### src/design/uart_ri_pkg.sv
`timescale 1ns / 1ps
// ----------------------------------------------------------------------------
// uart_ri_pkg
// Register offsets, bit positions, interrupt ID codes and reset values
// for the 16550-style UART register file.
// ----------------------------------------------------------------------------
package uart_ri_pkg;

    // register offsets
    localparam logic [2:0] ADDR_DATA = 3'd0;  // RBR/THR, DLL with DLAB
    localparam logic [2:0] ADDR_IER  = 3'd1;  // IER, DLH with DLAB
    localparam logic [2:0] ADDR_IIR  = 3'd2;  // IIR read, FCR write
    localparam logic [2:0] ADDR_LCR  = 3'd3;
    localparam logic [2:0] ADDR_MCR  = 3'd4;
    localparam logic [2:0] ADDR_LSR  = 3'd5;
    localparam logic [2:0] ADDR_MSR  = 3'd6;
    localparam logic [2:0] ADDR_SCR  = 3'd7;

    // access kind
    localparam logic REQ_READ  = 1'b0;
    localparam logic REQ_WRITE = 1'b1;

    // IER bits
    localparam int IER_RX_AVAIL = 0;
    localparam int IER_TX_EMPTY = 1;
    localparam int IER_LINE_ERR = 2;
    localparam int IER_MODEM    = 3;

    // interrupt identification codes (low nibble of IIR)
    localparam logic [3:0] ID_NONE   = 4'h1;
    localparam logic [3:0] ID_LINE   = 4'h6;
    localparam logic [3:0] ID_RXDATA = 4'h4;
    localparam logic [3:0] ID_THRE   = 4'h2;
    localparam logic [3:0] ID_MODEM  = 4'h0;

    // MCR bits
    localparam int MC_DTR  = 0;
    localparam int MC_RTS  = 1;
    localparam int MC_OUT1 = 2;
    localparam int MC_OUT2 = 3;
    localparam int MC_LOOP = 4;

    // MSR delta bits
    localparam int MS_DCTS = 0;
    localparam int MS_DDSR = 1;
    localparam int MS_TERI = 2;
    localparam int MS_DDCD = 3;

    localparam int LC_DLAB = 7;

    // reset values
    localparam logic [7:0] MSR_RESET = 8'hB0;
    localparam logic [4:0] MCR_RESET = 5'h08;
    localparam logic [7:0] DLL_RESET = 8'h0C;

    // payload widths
    localparam int S_TDATA_W = 16;
    localparam int M_TDATA_W = 24;

endpackage

### src/design/uart_register_interface_top.sv
`timescale 1ns / 1ps
// ----------------------------------------------------------------------------
// uart_register_interface_top
// 16550-style UART register file (no FIFO mode) behind a stream interface.
// ----------------------------------------------------------------------------
//
//  channel | dir | tdata fields (low bit up)                  | tuser
//  --------+-----+--------------------------------------------+----------
//  s_axis  | in  | reg_addr[2:0], wdata[10:3], zero pad        | req_type
//  m_axis  | out | rdata[7:0], irq_level[8], tx_valid[9],      | -
//          |     | tx_byte[17:10], zero pad                    |
//
//  One beat in gives one beat out. The access is decoded and the register
//  state updated in the accept cycle; the result lands in the output
//  register and shows on m_axis the next cycle. One beat per cycle is
//  sustained: s_axis is ready whenever the output register is empty or
//  is being drained in the same cycle, so the only stall is m_axis
//  back-pressure. Reset (synchronous, active low) restores the register
//  reset values and empties the output register.
//
//  Line status bits THRE/TEMT never clear and BI never sets without a
//  serial side, so only DR and OE are held in flops. IIR upper nibble is
//  always zero, so only the ID nibble is stored.
//
module uart_register_interface_top (
    input  logic        i_clk,
    input  logic        i_rst_n,
    input  logic        i_s_axis_tvalid,
    output logic        o_s_axis_tready,
    input  logic [uart_ri_pkg::S_TDATA_W-1:0] i_s_axis_tdata,  // reg_addr, wdata
    input  logic        i_s_axis_tuser,                         // req_type
    output logic        o_m_axis_tvalid,
    input  logic        i_m_axis_tready,
    output logic [uart_ri_pkg::M_TDATA_W-1:0] o_m_axis_tdata   // rdata, irq_level,
                                                                // tx_valid, tx_byte
);

    // register state
    logic [3:0] r_ier,   n_ier;
    logic [3:0] r_ident, n_ident;
    logic [7:0] r_lcr,   n_lcr;
    logic       r_dr,    n_dr;      // LSR data ready
    logic       r_oe,    n_oe;      // LSR overrun
    logic [7:0] r_msr,   n_msr;
    logic [4:0] r_mcr,   n_mcr;
    logic [7:0] r_dll,   n_dll;
    logic [7:0] r_dlh,   n_dlh;
    logic [7:0] r_rbr,   n_rbr;
    logic [7:0] r_scr,   n_scr;
    logic       r_thre,  n_thre;    // THR-empty interrupt pending
    logic       r_irq,   n_irq;

    // output register
    logic       r_out_valid;
    logic [7:0] r_rdata,  n_rdata;
    logic       r_txv,    n_txv;
    logic [7:0] r_txb,    n_txb;

    logic       accept;
    logic       is_write;
    logic [2:0] addr;
    logic [7:0] wval;
    logic       dlab;
    logic       reeval;
    logic [3:0] ier_diff;
    logic [7:0] lsr_view;
    logic [3:0] id;

    assign o_s_axis_tready = !r_out_valid || i_m_axis_tready;
    assign accept   = i_s_axis_tvalid && o_s_axis_tready;
    assign is_write = (i_s_axis_tuser == uart_ri_pkg::REQ_WRITE);
    assign addr     = i_s_axis_tdata[2:0];
    assign wval     = i_s_axis_tdata[10:3];
    assign dlab     = r_lcr[uart_ri_pkg::LC_DLAB];
    assign ier_diff = r_ier ^ wval[3:0];
    assign lsr_view = {1'b0, 2'b11, 3'b000, r_oe, r_dr};

    // access decode
    always_comb begin
        n_ier   = r_ier;
        n_lcr   = r_lcr;
        n_dr    = r_dr;
        n_oe    = r_oe;
        n_msr   = r_msr;
        n_mcr   = r_mcr;
        n_dll   = r_dll;
        n_dlh   = r_dlh;
        n_rbr   = r_rbr;
        n_scr   = r_scr;
        n_thre  = r_thre;
        n_rdata = 8'h00;
        n_txv   = 1'b0;
        n_txb   = 8'h00;
        reeval  = 1'b0;

        if (!is_write) begin
            unique case (addr)
                uart_ri_pkg::ADDR_DATA: begin
                    if (dlab) begin
                        n_rdata = r_dll;
                    end else begin
                        n_rdata = r_rbr;
                        n_dr    = 1'b0;
                        reeval  = 1'b1;
                    end
                end
                uart_ri_pkg::ADDR_IER: begin
                    n_rdata = dlab ? r_dlh : {4'h0, r_ier};
                end
                uart_ri_pkg::ADDR_IIR: begin
                    n_rdata = {4'h0, r_ident};
                    if (r_ident == uart_ri_pkg::ID_THRE) begin
                        n_thre = 1'b0;
                        reeval = 1'b1;
                    end
                end
                uart_ri_pkg::ADDR_LCR: n_rdata = r_lcr;
                uart_ri_pkg::ADDR_MCR: n_rdata = {3'b000, r_mcr};
                uart_ri_pkg::ADDR_LSR: begin
                    n_rdata = lsr_view;
                    if (r_oe) begin
                        n_oe   = 1'b0;
                        reeval = 1'b1;
                    end
                end
                uart_ri_pkg::ADDR_MSR: begin
                    n_rdata = r_msr;
                    if (r_msr[3:0] != 4'h0) begin
                        n_msr  = {r_msr[7:4], 4'h0};
                        reeval = 1'b1;
                    end
                end
                uart_ri_pkg::ADDR_SCR: n_rdata = r_scr;
            endcase
        end else begin
            unique case (addr)
                uart_ri_pkg::ADDR_DATA: begin
                    if (dlab) begin
                        n_dll = wval;
                    end else begin
                        if (r_mcr[uart_ri_pkg::MC_LOOP]) begin
                            n_rbr = wval;
                            n_oe  = r_oe || r_dr;
                            n_dr  = 1'b1;
                        end else begin
                            n_txv = 1'b1;
                            n_txb = wval;
                        end
                        n_thre = 1'b1;
                        reeval = 1'b1;
                    end
                end
                uart_ri_pkg::ADDR_IER: begin
                    if (dlab) begin
                        n_dlh = wval;
                    end else begin
                        n_ier = wval[3:0];
                        if (ier_diff != 4'h0) begin
                            // THRE always set here, so pending follows the enable
                            if (ier_diff[uart_ri_pkg::IER_TX_EMPTY])
                                n_thre = wval[uart_ri_pkg::IER_TX_EMPTY];
                            reeval = 1'b1;
                        end
                    end
                end
                uart_ri_pkg::ADDR_IIR: reeval = 1'b1;  // FCR: value ignored
                uart_ri_pkg::ADDR_LCR: n_lcr = wval;
                uart_ri_pkg::ADDR_MCR: begin
                    n_mcr = wval[4:0];
                    n_msr = {4'h0, r_msr[3:0]};
                    if (wval[uart_ri_pkg::MC_LOOP]) begin
                        n_msr[uart_ri_pkg::MS_DCTS] = r_msr[uart_ri_pkg::MS_DCTS]
                                                    | wval[uart_ri_pkg::MC_RTS];
                        n_msr[uart_ri_pkg::MS_DDSR] = r_msr[uart_ri_pkg::MS_DDSR]
                                                    | wval[uart_ri_pkg::MC_DTR];
                        n_msr[uart_ri_pkg::MS_TERI] = r_msr[uart_ri_pkg::MS_TERI]
                                                    | wval[uart_ri_pkg::MC_OUT1];
                        n_msr[uart_ri_pkg::MS_DDCD] = r_msr[uart_ri_pkg::MS_DDCD]
                                                    | wval[uart_ri_pkg::MC_OUT2];
                    end
                end
                uart_ri_pkg::ADDR_LSR: ;  // read only
                uart_ri_pkg::ADDR_MSR: ;  // read only
                uart_ri_pkg::ADDR_SCR: n_scr = wval;
            endcase
        end
    end

    // priority interrupt identification on the updated state
    always_comb begin
        if (n_ier[uart_ri_pkg::IER_LINE_ERR] && n_oe)
            id = uart_ri_pkg::ID_LINE;
        else if (n_ier[uart_ri_pkg::IER_RX_AVAIL] && n_dr)
            id = uart_ri_pkg::ID_RXDATA;
        else if (n_ier[uart_ri_pkg::IER_TX_EMPTY] && n_thre)
            id = uart_ri_pkg::ID_THRE;
        else if (n_ier[uart_ri_pkg::IER_MODEM] && (n_msr[3:0] != 4'h0))
            id = uart_ri_pkg::ID_MODEM;
        else
            id = uart_ri_pkg::ID_NONE;
        n_ident = reeval ? id : r_ident;
        n_irq   = reeval ? (id != uart_ri_pkg::ID_NONE) : r_irq;
    end

    always_ff @(posedge i_clk) begin
        if (!i_rst_n) begin
            r_ier   <= 4'h0;
            r_ident <= uart_ri_pkg::ID_NONE;
            r_lcr   <= 8'h00;
            r_dr    <= 1'b0;
            r_oe    <= 1'b0;
            r_msr   <= uart_ri_pkg::MSR_RESET;
            r_mcr   <= uart_ri_pkg::MCR_RESET;
            r_dll   <= uart_ri_pkg::DLL_RESET;
            r_dlh   <= 8'h00;
            r_rbr   <= 8'h00;
            r_scr   <= 8'h00;
            r_thre  <= 1'b0;
            r_irq   <= 1'b0;
        end else if (accept) begin
            r_ier   <= n_ier;
            r_ident <= n_ident;
            r_lcr   <= n_lcr;
            r_dr    <= n_dr;
            r_oe    <= n_oe;
            r_msr   <= n_msr;
            r_mcr   <= n_mcr;
            r_dll   <= n_dll;
            r_dlh   <= n_dlh;
            r_rbr   <= n_rbr;
            r_scr   <= n_scr;
            r_thre  <= n_thre;
            r_irq   <= n_irq;
        end
    end

    // result register
    always_ff @(posedge i_clk) begin
        if (!i_rst_n) begin
            r_out_valid <= 1'b0;
        end else if (accept) begin
            r_out_valid <= 1'b1;
        end else if (i_m_axis_tready) begin
            r_out_valid <= 1'b0;
        end
    end

    always_ff @(posedge i_clk) begin
        if (accept) begin
            r_rdata <= n_rdata;
            r_txv   <= n_txv;
            r_txb   <= n_txb;
        end
    end

    assign o_m_axis_tvalid = r_out_valid;
    assign o_m_axis_tdata  = {6'h00, r_txb, r_txv, r_irq, r_rdata};

endmodule
### config.mk
export PLATFORM = sky130hd
export DESIGN_NAME = uart_register_interface_top
export DESIGN_NICKNAME = d
export VERILOG_FILES = /design/src/design/uart_ri_pkg.sv /design/src/design/uart_register_interface_top.sv
export SDC_FILE = /design/constraint.sdc
export NUM_CORES = 1
export LEC_CHECK = 0
export BUFFER_PORTS_ARGS = -buffer_cell sky130_fd_sc_hd__clkbuf_2
export CORE_MARGIN = 2
export CORE_UTILIZATION = 45
export DETAILED_ROUTE_END_ITERATION = 10
export PLACE_DENSITY_LB_ADDON = 0.25
export SETUP_SLACK_MARGIN = 0.02
export SYNTH_ARGS = -nofsm -noshare
export SYNTH_HDL_FRONTEND = slang
export SYNTH_SLANG_ARGS = --single-unit
### constraint.sdc
create_clock -name i_clk -period 3.2 [get_ports i_clk]
set_input_delay 0.16 -clock i_clk [delete_from_list [all_inputs] [get_ports i_clk]]
set_output_delay 0.16 -clock i_clk [all_outputs]
set_load 0.02 [all_outputs]
==> impl_metrics.json <==
{
  "cp_max_fo": 17,
  "synth.top_cell.area_share_pct": 31.8,
  "final_hold_viol_count": 0,
  "syn_area_um2": 3900,
  "p_leak_uw": 0.00165,
  "die_h_um": 97.1,
  "grt_pass1_vias": 2893,
  "rsz0062_at_grt": "no",
  "drive_gt1_share_pct": 16.9,
  "drt-initial-drc-count": 353,
  "post-cts-setup-buffer-count": 0,
  "finalSetupViolations": 0,
  "dp_cells": 516,
  "grt_usage_pct": 20.6,
  "r2r_slack_ns": 1.04,
  "crit_arrival_ns": 2.40,
  "fill_cells": 789,
  "ys.flop_type": "dfxtp_1",
  "htree_levels": 3,
  "cts_tree": "done",
  "intPower_uw": 1460,
  "cts_hold_buf": 0,
  "viasPerCell": 5.73,
  "maxSlewViolCount": 0,
  "slowest_stage": "dfxtp_1",
  "gp_congestion": 0.889,
  "endpoint_kind": "register",
  "wl_per_cell_um": 17.8,
  "diodes": 0,
  "dpl-instance-area_um2": 4080,
  "drt_wl_total_um": 9480,
  "fp.coreArea_um2": 8300,
  "max_stage_delay_ns": 0.45,
  "nets": 443,
  "synthTopCellsByArea": "dfxtp_1 (32%), mux2i_1 (16%), edfxtp_1 (13%), nor2_1 (5.8%), buf_4 (2.1%)",
  "clk_pin_slew_ns": 0.08,
  "pwr-share-comb_pct": 10.3,
  "async_reset_ff_share_pct": 0,
  "fmax_mhz": 463,
  "final.setup.tns_ns": 0,
  "worst-path-buf-inv": 1,
  "avgSynthCellArea_um2": 9.74,
  "ioPinCount": 47,
  "yosysTopAreaCell": "dfxtp_1",
  "area_growth_pct": 9.62,
  "grt.overflow.total": 0,
  "synth.distinct_cells": 67,
  "numPortBuffers": 35,
  "grt_pass1_wl_um": 15400,
  "cts_resized": 0,
  "tightest_slew_ns": 0.832,
  "yosys_warnings": 0,
  "period_share_pct": 67.5,
  "clkSinkCount": 79,
  "routed-via-count": 3050,
  "synth_seq_area_share_pct": 44.9,
  "criticalPathCategory": "register to register",
  "dieArea_um2": 9440,
  "slew_headroom_pct": 44.1,
  "cpLargestDelayFamily": "simple AND/OR/NAND/NOR gates",
  "status": "complete, no violations",
  "startpoint_type": "register",
  "rows": 33,
  "final_cells": 532,
  "ant_nets": 0,
  "die_x_um": 97.1,
  "cts_buffers": 9,
  "cap_violations": 0,
  "grt_max_degree": 38,
  "clock_latency_ns": 0.35,
  "p_clk_share_pct": 37.1,
  "start_util_pct": 47.0,
  "dp_hpwl_um": 6520,
  "syn_inst": 401,
  "p_seq_share_pct": 52.6,
  "peakVddDrop_v": 0.000270,
  "skew_ns": 0.0137,
  "hp-class": "primary input to register",
  "grt_antenna_before_repair": 0,
  "dr.pass1.iters": 4,
  "switchingPower_uw": 532,
  "drcViolationCount": 0,
  "fin_crit_ns": 2.16,
  "cts_root_buf": "clkbuf_8",
  "ys_ff_latch": 79,
  "clockBufferDepth": 2,
  "cellPowerDensity_nw_per_um2": 466,
  "path_cells": "buf_4 -> nor4bb_1 -> a31oi_1 -> nor4_1 -> nor2_1 -> a311o_1",
  "synth-edff-count": 17,
  "finalInstanceArea_um2": 4280,
  "netSwitchingFraction_pct": 26.7,
  "critPathRequiredTime_ns": 3.44
}
==> metal layers <==
layer,part of all wire (%),track usage [%]
met4,1.8,7.26
met1,46,29.2
met5,0,0
met3,5.8,3.88
met2,46,31.5
==> state kept, by name (all words and copies together) (netlist names), 3 cells and up <==
signal / count
r_lcr: 8
r_txb: 8
r_ident: 3
r_mcr: 5
r_dll: 8
r_rbr: 8
r_rdata: 8
r_scr: 8
r_dlh: 8
r_ier: 4
r_msr: 5
==> power groups by stage <==
stage / Combinational (µW) / Sequential [µW] / Clock [µW]
6_report: 206 / 1050 / 740
4_1_cts: 205 / 1050 / 755
3_5_place_dp: 204 / 1070 / 0
2_1_floorplan: 130 / 1090 / 0
3_3_place_gp: 203 / 1070 / 0
5_1_grt: 223 / 1050 / 809
==> cells in the mapped netlist, types with 2 or more instances <==
master     n
mux2i_1   64
dfxtp_1   62
nor2_1    60
nand2_1   22
edfxtp_1  17
o21ai_0   15
a21oi_1   14
buf_2     12
clkbuf_1  12
buf_4     11
and2_1     9
inv_1      9
and3_1     6
a31oi_1    5
nand3_1    5
nor3_1     5
a221oi_1   4
a22oi_1    4
mux2_2     4
a211oi_1   3
nor4_1     3
or4_1      3
a311oi_1   2
nand2b_1   2
nand3b_1   2
nand4_1    2
nor2b_1    2
xnor2_1    2
xor2_1     2
==> placed cells by master (no fill, tap or decap), drive strengths merged, types with 5 or more instances in the layout <==
cell    Yosys  layout
buf        24       6
a221oi      5       5
o21ai      15      15
dfxtp      62      62
nand3       5       5
a31oi       5       5
clkbuf     12      44
a21oi      14      14
and2        9       9
inv         9      10
nor4        5       5
and3        6       6
nor3        5       5
nor2       60      60
mux2i      64      64
edfxtp     17      17
conb        1       6
nand2      22      22
==> kinds of logic (layout without fill, tap and decap cells) <==
family / after synthesis / after routing / share of synthesized area (%)
other: 1 / 6 / 0.0961
flip-flops: 79 / 79 / 44.9
XOR/XNOR: 4 / 4 / 0.898
buffers and inverters: 45 / 66 / 5.77
AO/OA/AOI/OAI: 68 / 68 / 12.4
AND/OR/NAND/NOR: 135 / 135 / 17.8
multiplexers: 69 / 69 / 18.1
==> final timing paths <==
path,depth (start not counted),from,end
worst max-delay path,6,r_lcr[7],r_ident[0]
worst min-delay path,3,i_s_axis_tvalid,o_m_axis_tvalid
worst max register to register,6,r_lcr[7],r_ident[0]
worst min register to register,2,r_mcr[3],r_mcr[3]
==> final cells by class <==
class                   count  area [µm²]  area share (%)
inverters                   9        33.8           0.789
flip-flops and latches     79        1750            40.9
repair buffers             41         220            5.15
well taps                 105         131            3.07
multi-input cells         282        1950            45.5
clock inverters             7        72.6            1.70
clock buffers               9         124            2.89
==> per-stage QoR <==
step | worst slack (ns) | utilization, % | power (µW) | hold WS, ns
2_1_floorplan | 1.09 | - | 1220 | 0.222
3_3_place_gp | 0.932 | 49.2 | 1270 | 0.401
3_5_place_dp | 0.922 | 49.2 | 1280 | 0.418
4_1_cts | 1.07 | 51.6 | 2010 | 0.0407
5_1_grt | 0.910 | 51.6 | 2080 | 0.0455
6_report | 1.04 | 51.6 | 1990 | 0.0451
==> worst register-to-register path: stages (launching register included) <==
cell and delay [ns]:
dfxtp_1 0.45, buf_4 0.29, nor4bb_1 0.38, a31oi_1 0.16, nor4_1 0.37, nor2_1 0.13
a311o_1 0.28
Power figures use the tool's default switching activity.
